===== src/rtl/asob_pkg.sv =====
package asob_pkg;

   localparam int MAX_PARTIALS_DEF    = 8;
   localparam int SINE_TABLE_BITS_DEF = 10;

   // Largest quarter-wave table over the supported range of table bits.
   localparam int SINE_TABLE_BITS_MAX = 12;
   localparam int QSINE_ENTRIES       = (1 << (SINE_TABLE_BITS_MAX - 2)) + 1;
   localparam int QSINE_AW            = $clog2(QSINE_ENTRIES);

   localparam int PART_IDX_W = 3;   // partial index, up to eight partials
   localparam int PART_CNT_W = 4;   // partial count register width

   localparam int CSR_IDX_W  = 3;
   localparam int CSR_DATA_W = 64;

   localparam int OUT_MAX = 8388607;
   localparam int OUT_MIN = -8388608;

   // register map
   localparam logic [CSR_IDX_W-1:0] CSR_BASE_STEP = 3'd0;
   localparam logic [CSR_IDX_W-1:0] CSR_GAIN      = 3'd1;
   localparam logic [CSR_IDX_W-1:0] CSR_COUNT     = 3'd2;
   localparam logic [CSR_IDX_W-1:0] CSR_PART_A    = 3'd3;
   localparam logic [CSR_IDX_W-1:0] CSR_PART_B    = 3'd4;
   localparam logic [CSR_IDX_W-1:0] CSR_PART_C    = 3'd5;
   localparam logic [CSR_IDX_W-1:0] CSR_PART_D    = 3'd6;

   localparam logic [15:0] GAIN_RESET = 16'd4096;

   // pi/2 in Q62
   localparam logic [63:0] PI_HALF_Q62 = 64'h6487ED5110B4611A;

   typedef logic [15:0] qsine_type [QSINE_ENTRIES];

   typedef struct packed {
      logic                  start;        // new sample: clear accumulator
      logic                  clear_phase;  // restart: zero all phases
      logic                  issue;        // push one partial into the pipe
      logic [PART_IDX_W-1:0] idx;
      logic                  gain;         // apply master gain
      logic                  load_out;     // round, saturate, load output reg
   } cmd_type;

   typedef struct packed {
      logic                  pipe_busy;
      logic                  out_free;
      logic [PART_CNT_W-1:0] count;        // partials in use, clamped
   } stat_type;

   // (a*b) >> s on the full 128-bit product, low 64 bits kept
   function automatic logic [63:0] mul_shr(logic [63:0] a, logic [63:0] b, int s);
      logic [127:0] p;
      p = {64'd0, a} * {64'd0, b};
      return 64'(p >> s);
   endfunction

   // sine of x in Q62 for 0 <= x <= pi/2, Taylor series
   function automatic logic [63:0] sine_q62(logic [63:0] x);
      logic [63:0] x2;
      logic [63:0] term;
      logic [63:0] sum;
      x2   = mul_shr(x, x, 62);
      term = x;
      sum  = x;
      for (int n = 1; n <= 12; n++) begin
         term = mul_shr(term, x2, 62) / 64'((2 * n) * (2 * n + 1));
         if (n % 2 == 1) begin
            sum = sum - term;
         end else begin
            sum = sum + term;
         end
      end
      return sum;
   endfunction

   // quarter-wave table round(32767*sin), evaluated at elaboration
   function automatic qsine_type build_qsine(int tb);
      qsine_type   arr;
      logic [63:0] x;
      logic [63:0] t;
      int          quarter;
      quarter = 1 << (tb - 2);
      for (int j = 0; j < QSINE_ENTRIES; j++) begin
         arr[j] = 16'd0;
         if (j <= quarter) begin
            x      = mul_shr(PI_HALF_Q62, 64'(j), tb - 2);
            t      = mul_shr(sine_q62(x), 64'd65534, 62);
            arr[j] = 16'((t + 64'd1) >> 1);
         end
      end
      return arr;
   endfunction

endpackage


===== src/rtl/asob_ctrl.sv =====
module asob_ctrl (
   input  logic               clock,
   input  logic               reset,
   input  logic               req_tvalid,
   output logic               req_tready,
   input  logic               restart,
   input  asob_pkg::stat_type stat,
   output asob_pkg::cmd_type  cmd
);
   import asob_pkg::*;

   typedef enum logic [4:0] {
      ST_IDLE  = 5'b00001,
      ST_RUN   = 5'b00010,
      ST_DRAIN = 5'b00100,
      ST_GAIN  = 5'b01000,
      ST_OUT   = 5'b10000
   } state_type;

   state_type             state_ff, state_in;
   logic [PART_IDX_W-1:0] idx_ff, idx_in;
   logic                  last_idx;
   logic                  accept;

   assign req_tready = (state_ff == ST_IDLE);
   assign accept     = req_tvalid && req_tready;
   assign last_idx   = ((PART_CNT_W'(idx_ff) + PART_CNT_W'(1)) == stat.count);

   always_comb begin
      state_in = state_ff;
      idx_in   = idx_ff;
      cmd      = '0;
      cmd.idx  = idx_ff;
      case (state_ff)
         ST_IDLE: begin
            if (accept) begin
               cmd.start       = 1'b1;
               cmd.clear_phase = restart;
               idx_in          = '0;
               state_in        = (stat.count == '0) ? ST_DRAIN : ST_RUN;
            end
         end
         ST_RUN: begin
            cmd.issue = 1'b1;
            if (last_idx) begin
               state_in = ST_DRAIN;
            end else begin
               idx_in = idx_ff + PART_IDX_W'(1);
            end
         end
         ST_DRAIN: begin
            if (!stat.pipe_busy) begin
               state_in = ST_GAIN;
            end
         end
         ST_GAIN: begin
            cmd.gain = 1'b1;
            state_in = ST_OUT;
         end
         ST_OUT: begin
            if (stat.out_free) begin
               cmd.load_out = 1'b1;
               state_in     = ST_IDLE;
            end
         end
         default: begin
            state_in = ST_IDLE;
         end
      endcase
   end

   always_ff @(posedge clock) begin
      if (reset) begin
         state_ff <= ST_IDLE;
         idx_ff   <= '0;
      end else begin
         state_ff <= state_in;
         idx_ff   <= idx_in;
      end
   end

endmodule


===== config.mk =====
export PLATFORM = sky130hd
export DESIGN_NAME = asob_ctrl
export DESIGN_NICKNAME = d
export VERILOG_FILES = /design/src/rtl/asob_pkg.sv /design/src/rtl/asob_ctrl.sv
export SDC_FILE = /design/constraint.sdc
export NUM_CORES = 1
export LEC_CHECK = 0
export BUFFER_PORTS_ARGS = -buffer_cell sky130_fd_sc_hd__buf_4
export CAP_MARGIN = 40
export CORE_MARGIN = 1.5
export CORE_UTILIZATION = 49
export DETAILED_ROUTE_END_ITERATION = 8
export MAX_ROUTING_LAYER = met4
export PLACE_DENSITY_LB_ADDON = 0.05
export SETUP_SLACK_MARGIN = 0.4
export SYNTH_ARGS = -nofsm -noshare
export SYNTH_HDL_FRONTEND = slang
export SYNTH_SLANG_ARGS = --single-unit

===== constraint.sdc =====
create_clock -name clock -period 2.4 [get_ports clock]
set_input_delay 0.24 -clock clock [delete_from_list [all_inputs] [get_ports clock]]
set_output_delay 0.24 -clock clock [all_outputs]
set_load 0.01 [all_outputs]

Yosys cells after proc, flatten, opt, wreduce, memory -nomap -nowiden
Cells that the tools add are included.
{ "totals": {"register_bits": 8, "inputBits": 10, "out_inout_bits": 9, "word_cells": 35} }
{ "op_classes": {"addsub": 2, "n_eq_ne": 11, "mux": 15, "reduce_logical": 5} }
{ "op_table": {"columns": ["op", "count"], "rows": [
  ["case mux 5 bit (5 select lines)", 1],
  ["2-to-1 mux 5 bit", 4],
  ["2-to-1 mux 3 bit", 3],
  ["!= test 2 bit, second input constant", 4],
  ["case mux 3 bit (2 select lines)", 1],
  ["equality test 5 x 1 -> 1 bit, second input constant", 1],
  ["equality test 5 x 2 -> 1 bit, second input constant", 1],
  ["equality test 5 x 3 -> 1 bit, second input constant", 1],
  ["equality test 5 x 4 -> 1 bit, second input constant", 1],
  ["equality test 5 bit, second input constant", 1],
  ["adder 3 x 1 -> 4 bit, second input constant", 1],
  ["equality test 4 bit", 1],
  ["logical NOT 4 bit", 1],
  ["2-to-1 mux 1 bit", 4],
  ["2-to-1 mux 2 bit", 2],
  ["AND reduction 4 bit", 1],
  ["adder 3 x 1 -> 3 bit, second input constant", 1],
  ["AND reduction 3 bit", 1],
  ["!= test 2 x 1 -> 1 bit, second input constant", 1],
  ["nonzero test 2 bit", 1],
  ["logical AND 1 bit", 1]
]} }

Longest topological paths before layout
{ "depth": {"word_depth": 4, "ltp_mapped": 7, "depth_no_buf": 6} }

Worst setup path after synthesis
OpenSTA, ideal clock, no wires.
{ "synth_timing": {"path_kind": "reg-to-reg", "from": "register idx_ff[0]", "to": "register state_ff[2]", "setup_ns": 0.103, "t_arrival_ns": 1.700, "required_time_ns": 2.297, "path_slack_ns": 0.596, "stages_incl_launch_ff": 7, "n_path_buf": 0, "synth_period_minus_slack_ns": 1.804, "cell_sequence": "dfxtp_1 ha_1 xor2_1 and4b_1 o211ai_2 and2_2 a2111oi_2"} }
{ "synth_between": {"elab_chain_len": 4} }
{ "synth_rtl": {"columns": ["item", "line_no", "source"], "rows": [
  ["start: declaration", "asob_ctrl.sv:21", "logic [PART_IDX_W-1:0] idx_ff, idx_in;"],
  ["start signal: assignment", "asob_ctrl.sv:78", "idx_ff <= idx_in;"],
  ["adder 3 x 1 -> 4 bit", "asob_ctrl.sv:27", "assign last_idx = ((PART_CNT_W'(idx_ff) + PART_CNT_W'(1)) == stat.count);"],
  ["equality test 4 bit", "asob_ctrl.sv:27", null],
  ["!= test 2 bit (no line)", null, null],
  ["AND reduction 4 bit (no line)", null, null],
  ["end signal: assignment", "asob_ctrl.sv:77", "state_ff <= state_in;"],
  ["end: declaration", "asob_ctrl.sv:20", "state_type state_ff, state_in;"]
]} }
No other way between the ends.
A chain may end at the register's enable or synchronous reset.

==> results.cfg <==
[power]
pwr-share-clk_pct = 20.4
ir_worst_vdd_v = 0.0005704
leakagePower_nw = 0.3361
swShare_pct = 38.67
power_mw = 0.5279
combPwrFrac_pct = 45.2
power.switching_mw = 0.2041
p_int_mw = 0.3238
seqPwrFrac_pct = 34.4
power_density_mw_per_mm2 = 678.3

[grt]
busiest_layer = met2
grt_use_met1_pct = 29.39
gr-total-overflow = 0
grt_usage_pct = 22.12
grtUsageMet2_pct = 33.61
grt.met3_usage_pct = 3.409
grt_pass1_vias = 509
grt_pass1_wl_um = 2277
grt_max_degree = 11
antenna_found_initial = 0

[die]
placementRows = 13
start_util_pct = 51.41
die_y_um = 39.72
ios = 19
die_x_um = 39.72
dieArea_mm2 = 0.001578
core_mm2 = 0.001285

[synth]
synthArstFlopShare_pct = 0
ys_warn_count = 0
synth.top_cells.by_area = dfxtp_1, buf_6, a21oi_1, nor3_1, clkbuf_8
synthFlopType = dfxtp_1
synth_fp_nets = 85
synth_common_cells = dfxtp_1, a21oi_1, nor3_1
syn_area_per_cell_um2 = 8.927
synth_most_common_cell = dfxtp_1
ys_types = 36
syn_area_um2 = 660.6
ys_seq_elements = 8
netlist_instances = 74
synth_top_area_share_pct = 24.24
yosysSeqAreaShare_pct = 24.24
synth_edf_count = 0
synth_top_area_cell = dfxtp_1

[flow_run]
drv_cap = 0

[clocking]
path_clk_slew_ns = 0.06
cts_max_level = 1
cts_buffers = 3
clock_path_buffers = 2
cts-root-buf = clkbuf_4
cts_tree = yes
cts_sinks = 8
worst_skew_pair.late_latency_ns = 0.25

[placed_design]
dp_hpwl_um = 1072
place_ws_ns = 0.4702
portBuffers = 18
routabilityCongestion = 0.7887
placed_cells = 102
place_area_um2 = 750.7

[route]
wl_um = 1454
drc = 0
vias = 621
wl_per_cell_um = 13.85
antenna_left = 0
viasPerCell = 5.914
drtPass1Iterations = 4
drt_first_iter_violations = 18

[timing]
setup_viol = 0
max_slew_margin_pct = 66.84
whs_ns = 0.2165
slew_violations = 0
skew_ns = 0.002005
worst_pin_slew_ns = 0.4967
fmax_ghz = 0.5199
min_period_ns = 1.923
tns_ns = 0
post-route-period-util_pct = 80.14
rsz0062_at_grt = no
setup_slack_ns = 0.4766
hold_violations = 0

[finish]
fillers = 118
layout-drive-gt1-share_pct = 37.78
num-nets-final = 103
diodes = 0
syn_to_final_growth_pct = 17.80
stdcell_area_um2 = 778.2
instances_no_fill = 105
fin_util_pct = 60.56

[worst_setup_path]
crit_slowest_cell = or4b_4
path_class = reg -> out
critical_path.cell_chain = or4b_4 > nor2_8 > and3_2 > buf_4
cp-start-kind = flop
worst-path-max-fanout = 10
critPathArrivalTime_ns = 1.68
slowest_delay_ns = 0.61
end_kind = output port
cp_data_required_time_ns = 2.16

[worst_hold_path]
hp-class = in -> reg

[status]
outcome = completed
## routing by layer
layer / part of all wire (%) / up-vias
met3: 3.9 / 2
met4: 0.83 / 0
met2: 44 / 12
met5: 0 / -
met1: 51 / 296
li1: - / 311
## path summary, 6_finish.rpt
path | cells after the start | from | end | slack (ns)
min | 2 | reset | idx_ff[1] | 0.22
max reg2reg | 6 | idx_ff[0] | state_ff[2] | 0.53
max | 4 | state_ff[2] | cmd[6] | 0.48
min reg2reg | 2 | idx_ff[1] | idx_ff[1] | 0.51
## final cells by class
type | count | area [um^2] | area share [%]
clock buffers | 3 | 22.52 | 2.894
inverters | 1 | 3.754 | 0.4823
multi-input cells | 59 | 427.9 | 54.98
flip-flops and latches | 8 | 162.7 | 20.90
well taps | 15 | 18.77 | 2.412
repair buffers | 19 | 142.6 | 18.33
## what timing repair did
item,4_1_cts,5_1_grt
setup endpoints to repair,0,1
hold buffers,0,0
setup buffers,0,0
resized for setup,0,3
## state kept, by name, summed over array words and instances (netlist names)
name and flops:
state_ff 5, idx_ff 3
## power by group through the flow
stage | registers [mW] | logic (mW) | clock network, mW
floorplan | 0.167 | 0.195 | 0
global placement | 0.183 | 0.236 | 0
detailed placement | 0.182 | 0.236 | 0
CTS | 0.179 | 0.238 | 0.110
global route | 0.184 | 0.266 | 0.115
finish | 0.181 | 0.239 | 0.108
## logic make-up (layout without fill, tap and decap cells)
kind of cell / count (synthesis) / in the layout / share of synthesized area, %
fa+ha+maj: 1 / 1 / 1.894
compound gates: 18 / 18 / 19.13
mux: 2 / 2 / 3.030
simple gates: 34 / 34 / 35.04
buf+inv: 7 / 23 / 11.36
flops: 8 / 8 / 24.24
xor+xnor: 4 / 4 / 5.304
## layout by cell type (no fill, tap or decap), types with 2 or more instances in the layout
cell type	count
and2_2	2
buf_4	19
a21oi_1	6
o21ai_0	3
nor4_1	3
nor2_1	5
dfxtp_1	6
dfxtp_2	2
nor4b_1	2
mux2i_1	2
nand3b_1	3
o31ai_1	3
nor3_1	6
clkbuf_4	3
xor2_1	3
and3_2	2
## worst max-delay path: cells and delay by family (launching register included)
kind	cells	cell delay [ns]
AND/OR/NAND/NOR	3	0.92
flip-flops	1	0.40
buffers and inverters	1	0.11
No activity file was read; power rests on OpenSTA's default activity.
